**config.mk**
```make
export PLATFORM = sky130hd
export DESIGN_NAME = bitplane_weight_decompressor_top
export DESIGN_NICKNAME = d
export VERILOG_FILES = /design/src/hw/rtl/bwd_pkg.sv /design/src/hw/rtl/bitplane_weight_decompressor_top.sv /design/src/hw/rtl/bwd_lane.sv /design/src/hw/rtl/bwd_burst.sv
export SDC_FILE = /design/constraint.sdc
export NUM_CORES = 2
export LEC_CHECK = 0
export BUFFER_PORTS_ARGS = -buffer_cell sky130_fd_sc_hd__buf_2
export CORE_ASPECT_RATIO = 1.1
export CORE_MARGIN = 1.5
export CORE_UTILIZATION = 35
export DETAILED_ROUTE_END_ITERATION = 7
export PLACE_DENSITY = 0.53
export SYNTH_ARGS = -nofsm -noshare
export SYNTH_HDL_FRONTEND = slang
export SYNTH_SLANG_ARGS = --single-unit
```
**constraint.sdc**
```tcl
create_clock -name clk -period 47.2 [get_ports clk]
set_input_delay 0 -clock clk [delete_from_list [all_inputs] [get_ports clk]]
set_output_delay 0 -clock clk [all_outputs]
set_load 0.05 [all_outputs]
```
**src/hw/rtl/bwd_pkg.sv**
```systemverilog
// Shared types, constants and header helpers for the bit-plane weight decompressor.
package bwd_pkg;

  localparam int BLOCK_WEIGHTS = 64;
  localparam int ROWS = 8;
  localparam int MAX_PLANES = 4;
  localparam int BURST_BEATS = 16;
  localparam logic [6:0] HEAD_NONE = 7'd64;

  typedef struct packed {
    logic [63:0] word_high;
    logic [63:0] word_low;
  } in_beat_t;

  typedef struct packed {
    logic signed [7:0] weight_0;
    logic signed [7:0] weight_1;
    logic signed [7:0] weight_2;
    logic signed [7:0] weight_3;
    logic signed [7:0] weight_4;
    logic signed [7:0] weight_5;
    logic signed [7:0] weight_6;
    logic signed [7:0] weight_7;
    logic        last_of_pair;
  } out_beat_t;

  // Head n sits at bits lo+1:lo, lo = 120 - 8*(n/4) + 2*(n%4).
  function automatic logic [1:0] head_at(input logic [127:0] w, input logic [5:0] n);
    logic [6:0] lo;
    lo = 7'd120 - {n[5:2], 3'b000} + {4'd0, n[1:0], 1'b0};
    return w[lo +: 2];
  endfunction

  function automatic logic [63:0] nonzero_heads(input logic [127:0] w);
    logic [63:0] m;
    for (int n = 0; n < BLOCK_WEIGHTS; n++) begin
      m[n] = |head_at(w, n[5:0]);
    end
    return m;
  endfunction

  // Index of the lowest set bit, HEAD_NONE if none.
  function automatic logic [6:0] first_set(input logic [63:0] m);
    logic [6:0] pos;
    pos = HEAD_NONE;
    for (int n = BLOCK_WEIGHTS - 1; n >= 0; n--) begin
      if (m[n]) pos = n[6:0];
    end
    return pos;
  endfunction

endpackage

```
**src/hw/rtl/bitplane_weight_decompressor_top.sv**
```systemverilog
// Top level of the bit-plane weight decompressor.
// Takes one 128-bit beat per cycle: a header beat (64 two-bit heads) followed by
// head+1 plane beats for each block with a nonzero head; zero heads are skipped
// without taking beats. On the last plane of a block, eight decode lanes rebuild
// all 64 weights in the same cycle. The first block of a pair is held; when the
// second completes, the merge stage plays out 16 beats of eight weights (second
// block first, then the held one), last_of_pair high on the sixteenth. Input
// runs at one beat per cycle; it stalls only when a pair completes while the
// previous 16-beat burst is still draining, so the output port (16 beats per
// pair) sets the sustained rate. An unpaired final block stays held.
module bitplane_weight_decompressor_top (
  input  logic               clk,
  input  logic               rst,
  input  logic               in_valid,
  output logic               in_stall,
  input  bwd_pkg::in_beat_t  in_beat,
  output logic               out_valid,
  input  logic               out_stall,
  output bwd_pkg::out_beat_t out_beat
);
  import bwd_pkg::*;

  logic [127:0]          header;
  logic [6:0]            head_position;
  logic [1:0]            planes_received;
  logic [1:0]            current_head;
  logic                  pair_phase;
  logic [3:0][127:0]     plane_store;
  logic [7:0][63:0]      held_block;

  logic [127:0]          word;
  logic [3:0][127:0]     planes;
  logic [7:0][63:0]      rows;
  logic                  hdr_mode, fin, pair_done, acc, busy;
  logic [6:0]            seek_hdr, seek_next;

  assign word      = {in_beat.word_high, in_beat.word_low};
  assign hdr_mode  = head_position[6];
  assign fin       = !hdr_mode && (planes_received == current_head);
  assign pair_done = fin && pair_phase;
  // Hold input only when a pair would finish into a busy merge stage.
  assign in_stall  = pair_done && busy;
  assign acc       = in_valid && !in_stall;

  assign seek_hdr  = first_set(nonzero_heads(word));
  assign seek_next = first_set(nonzero_heads(header) &
                               ((~64'h0 << head_position[5:0]) << 1));

  // Current beat stands in for the plane still arriving.
  always_comb begin
    for (int p = 0; p < MAX_PLANES; p++) begin
      planes[p] = (p[1:0] == planes_received) ? word : plane_store[p];
    end
  end

  for (genvar r = 0; r < ROWS; r++) begin : g_lane
    bwd_lane #(.ROW(r)) u_lane (
      .planes (planes),
      .head   (current_head),
      .row    (rows[r])
    );
  end

  always_ff @(posedge clk) begin
    if (rst) begin
      header <= '0;
      head_position <= HEAD_NONE;
      planes_received <= '0;
      current_head <= '0;
      pair_phase <= 1'b0;
    end else if (acc) begin
      if (hdr_mode) begin
        header <= word;
        head_position <= seek_hdr;
        planes_received <= '0;
        current_head <= seek_hdr[6] ? 2'd0 : head_at(word, seek_hdr[5:0]);
      end else if (!fin) begin
        planes_received <= planes_received + 2'd1;
      end else begin
        head_position <= seek_next;
        planes_received <= '0;
        current_head <= seek_next[6] ? 2'd0 : head_at(header, seek_next[5:0]);
        pair_phase <= !pair_phase;
      end
    end
  end

  always_ff @(posedge clk) begin
    if (acc && !hdr_mode) plane_store[planes_received] <= word;
    if (acc && fin && !pair_phase) held_block <= rows;
  end

  bwd_burst u_burst (
    .clk       (clk),
    .rst       (rst),
    .load      (acc && pair_done),
    .new_rows  (rows),
    .old_rows  (held_block),
    .busy      (busy),
    .out_valid (out_valid),
    .out_stall (out_stall),
    .out_beat  (out_beat)
  );

endmodule

```
**src/hw/rtl/bwd_lane.sv**
```systemverilog
// One decode lane: rebuilds the eight weights of one row from the bit planes.
module bwd_lane #(
  parameter int ROW = 0
) (
  input  logic [3:0][127:0] planes,
  input  logic [1:0]        head,
  output logic [63:0]       row
);
  import bwd_pkg::*;

  always_comb begin
    logic [7:0] v;
    logic [6:0] lo;
    row = '0;
    for (int j = 0; j < 8; j++) begin
      // weight k = 8*ROW + j takes bits 127-2k:126-2k of each plane
      lo = 7'(126 - 2 * (8 * ROW + j));
      v = {planes[3][lo +: 2], planes[2][lo +: 2], planes[1][lo +: 2], planes[0][lo +: 2]};
      unique case (head)
        2'd1:    row[8*j +: 8] = {{4{v[3]}}, v[3:0]};
        2'd2:    row[8*j +: 8] = {{2{v[5]}}, v[5:0]};
        2'd3:    row[8*j +: 8] = v;
        default: row[8*j +: 8] = '0;
      endcase
    end
  end

endmodule

```
**src/hw/rtl/bwd_burst.sv**
```systemverilog
// Merge stage: holds a decoded block pair and plays it out as sixteen beats.
module bwd_burst (
  input  logic                clk,
  input  logic                rst,
  input  logic                load,
  input  logic [7:0][63:0]    new_rows,
  input  logic [7:0][63:0]    old_rows,
  output logic                busy,
  output logic                out_valid,
  input  logic                out_stall,
  output bwd_pkg::out_beat_t  out_beat
);
  import bwd_pkg::*;

  logic [7:0][63:0] second_rows;
  logic [7:0][63:0] first_rows;
  logic [3:0]       cnt;
  logic             active;
  logic             last_go;
  logic [63:0]      cur;

  // Last beat of the burst leaves this cycle; a new pair may load behind it.
  assign last_go = active && !out_stall && (cnt == 4'(BURST_BEATS - 1));

  always_ff @(posedge clk) begin
    if (rst) begin
      active <= 1'b0;
      cnt <= '0;
    end else if (load) begin
      active <= 1'b1;
      cnt <= '0;
    end else if (active && !out_stall) begin
      if (last_go) active <= 1'b0;
      cnt <= cnt + 4'd1;
    end
  end

  always_ff @(posedge clk) begin
    if (load) begin
      second_rows <= new_rows;
      first_rows <= old_rows;
    end
  end

  assign cur = cnt[3] ? first_rows[cnt[2:0]] : second_rows[cnt[2:0]];
  assign busy = active && !last_go;
  assign out_valid = active;

  always_comb begin
    out_beat.weight_0 = cur[7:0];
    out_beat.weight_1 = cur[15:8];
    out_beat.weight_2 = cur[23:16];
    out_beat.weight_3 = cur[31:24];
    out_beat.weight_4 = cur[39:32];
    out_beat.weight_5 = cur[47:40];
    out_beat.weight_6 = cur[55:48];
    out_beat.weight_7 = cur[63:56];
    out_beat.last_of_pair = (cnt == 4'(BURST_BEATS - 1));
  end

endmodule

```
==> results.toml <==
[global_route]
overflow = 0
grt_pass1_vias = 50200
grt_max_degree = 178
antenna_found_initial = 26
grt_usage = 0.194
grt_pass1_wl_um = 366000

[floorplan]
dieArea_um2 = 259000
num_rows = 194
start_util = 0.352
io_pins = 199
die_w_um = 485
die_y_um = 533
core_um2 = 254000

[detailed_routing]
vias = 49900
wirelength_um = 255000
dr.pass1.iters = 6
wire_per_inst_um = 27.6
drc = 0
ant_nets = 0
drtIter0Drc = 4579
viasPerCell = 5.39

[finish]
fillers = 23000
area_growth_pct = 14.8
drive_above_1_share = 0.196
nets = 5865

[worst_hold_path]
hold_path.startpoint = "in_beat[116]"
hp-class = "input port to register"
worst_hold_path.num_cells = 3
whs_endpoint = "plane_store[116]$_DFFE_PP_"

[critical_path]
r2r-start = "current_head[0]$_SDFFE_PP0P_"
startpoint_type = "register"
critPathMaxFanout = 80
timing_worst_setup_path_type = "register to register"
arrival_ns = 6.88
critPathCaptureType = "register"
rr_worst_depth = 9
cp_cell_sequence = "xnor2_1 -> nand2_1 -> nor2_1 -> nand2_1 -> nor2_4 -> buf_4 -> buf_4 -> buf_4 -> buf_4"
critical_path.slowest_cell = "buf_4"
max_stage_delay_ns = 0.96
cp.required_ns = 47.71
ff2ff_setup_slack_ns = 40.82
reg2reg_to = "held_block[154]$_DFFE_PP_"
path_common_cell = "buf_4"

[yosys]
ys_ff_latch = 2193
synth_area_leader_cell = "edfxtp_1"
ys_warn_count = 0
synth-edff-count = 2048
synth_area_leaders = "edfxtp_1 (69%), mux4_2 (8.2%), mux2i_1 (4.8%)"
async_reset_ff_frac = 0
syn_area_per_cell_um2 = 16.4
synth_ff_type = "edfxtp_1"
yosysUniqueCellTypes = 86
synthCells = 5448
syn-cell-area_um2 = 89400
syn_nets = 5585
synth_top_area_share = 0.688
ys_seq_area_frac = 0.720

[run_status]
status = "finished clean"

[placed_design]
place_congestion = 0.956
dpl.hpwl_um = 163000
io_buffers = 198

[sta]
slew_viol_final = 0
tns_ns = 0
setup_viol = 0
maxSlewHeadroom = 0.209
worst_pin_slew_ns = 1.18
clock_skew_ns = 0.0454
rsz0062_at_grt = "false"
layout_min_cycle_time_ns = 6.38
max_freq_ghz = 0.157
finalHoldViolCount = 0
min_period_over_period = 0.135

[clock_tree]
cts_max_path_buffers = 4
cts_resized = 0
cts_root_buffer = "clkbuf_16"
cts_buffers = 223
path_clk_slew_ns = 0.06
htree_levels = 4
cts_tree = "done"
clk_latency_ns = 0.92
cts_num_sinks = 2193
post_cts_buffers = 0

[power_and_ir_drop]
leakage_uw = 0.0338
ir_drop_mv = 0.0318
power.density_nw_per_um2 = 42.4
finalPower_uw = 4360

[job]
maxCapViolCount = 0
[synth_stat cells, drive strengths merged (44+ instances only)]
cell type and n:
o21ai 193, mux2 147, nor4 44, nand2 385
dfxtp 145, nor2 497, a21oi 241, clkbuf 303
mux2i 427, buf 104, a21o 136, mux4 326
edfxtp 2048
[report_power, final]
| part | internal [µW] | leakage, µW | switching (µW) |
|---|---|---|---|
| logic | 114 | 0.0104 | 286 |
| clock network | 995 | 0.00346 | 744 |
| registers | 2200 | 0.0199 | 20.5 |
[cell usage in the layout (no fill, tap or decap), types with 146 or more instances in the layout]
cell type,synthesis,final
mux2i_1,427,427
buf_2,34,197
o21ai_0,191,191
clkbuf_16,0,223
a21oi_1,238,238
mux4_2,326,326
edfxtp_1,2048,2048
mux2_2,146,146
nand2_1,385,382
nor2_1,497,495
[logic make-up after synthesis]
family | after synthesis | synth area share
buffers and inverters | 422 | 0.0188
muxes | 900 | 0.148
DFF | 2193 | 0.720
xor gates and xnor gates | 6 | 0.000588
adders and majority gates | 5 | 0.000700
and+or+nand+nor | 1107 | 0.0526
AOI/OAI and AO/OA | 815 | 0.0587
[flip-flops by register name, summed over array words and instances (netlist names)]
signal,count
current_head,2
pair_phase,1
header,128
u_burst.out_valid,1
u_burst.cnt,4
held_block,512
u_burst.second_rows,512
plane_store,512
head_position,7
planes_received,2
u_burst.first_rows,512
[layer usage]
metal,wire length [µm],vias to the layer above,share of wire,track usage
met2,121000,1527,0.47,0.315
li1,-,21900,-,-
met3,12000,479,0.047,0.0261
met5,31,-,0.00012,0
met1,112000,26000,0.44,0.265
met4,10100,4,0.040,0.0732
[worst max-delay path by stage]
stage          cells after the start                    startpoint                                 to  slack (ns)
3_5_place_dp                       9   u_burst.cnt[0]$_SDFFE_PP0P_  u_burst.first_rows[218]$_DFFE_PP_       40.67
3_3_place_gp                       9   u_burst.cnt[0]$_SDFFE_PP0P_  u_burst.first_rows[218]$_DFFE_PP_       40.75
5_1_grt                            9   u_burst.cnt[0]$_SDFFE_PP0P_  u_burst.second_rows[85]$_DFFE_PP_       40.34
6_report                           9  current_head[0]$_SDFFE_PP0P_          held_block[154]$_DFFE_PP_       40.82
4_1_cts                            9   u_burst.cnt[0]$_SDFFE_PP0P_   u_burst.first_rows[26]$_DFFE_PP_       40.70
2_1_floorplan                      6  current_head[1]$_SDFFE_PP0P_            held_block[0]$_DFFE_PP_       23.59
[worst max-delay path, delay by kind of cell, from the launching register on]
kind          cells  cell delay, ns
flops             1            0.67
buf+inv           4            3.59
simple gates      4            1.32
xor+xnor          1            0.18
[through the flow]
step                hold slack, ns  worst slack [ns]  instance area, µm²  instances  utilization
CTS                         0.0331             40.70              103000       9238        0.404
finish                      0.0671             40.82              103000       9242        0.404
detailed placement           0.382             40.67               94100       8695        0.370
floorplan                   0.0989             23.59               89400       5448            -
global route                0.0482             40.34              103000       9241        0.404
global placement             0.364             40.75               94100       8695        0.370
[cell type report]
type	instances	area, µm²	share of cell area
sequential	2193	64400	0.628
multi-input combinational	2833	23500	0.229
clock buffer	262	5750	0.0560
tap	3332	4170	0.0406
timing repair buffer	462	3410	0.0333
clock inverter	141	1350	0.0131
inverter	15	63.8	0.000622
antenna	4	10.0	0.0000975
[timing repair]
item	4_1_cts	5_1_grt
setup endpoints to repair	0	0
hold buffers	140	0
endpoints found under the hold margin	1648	0
No activity file was read; power rests on OpenSTA's default activity.
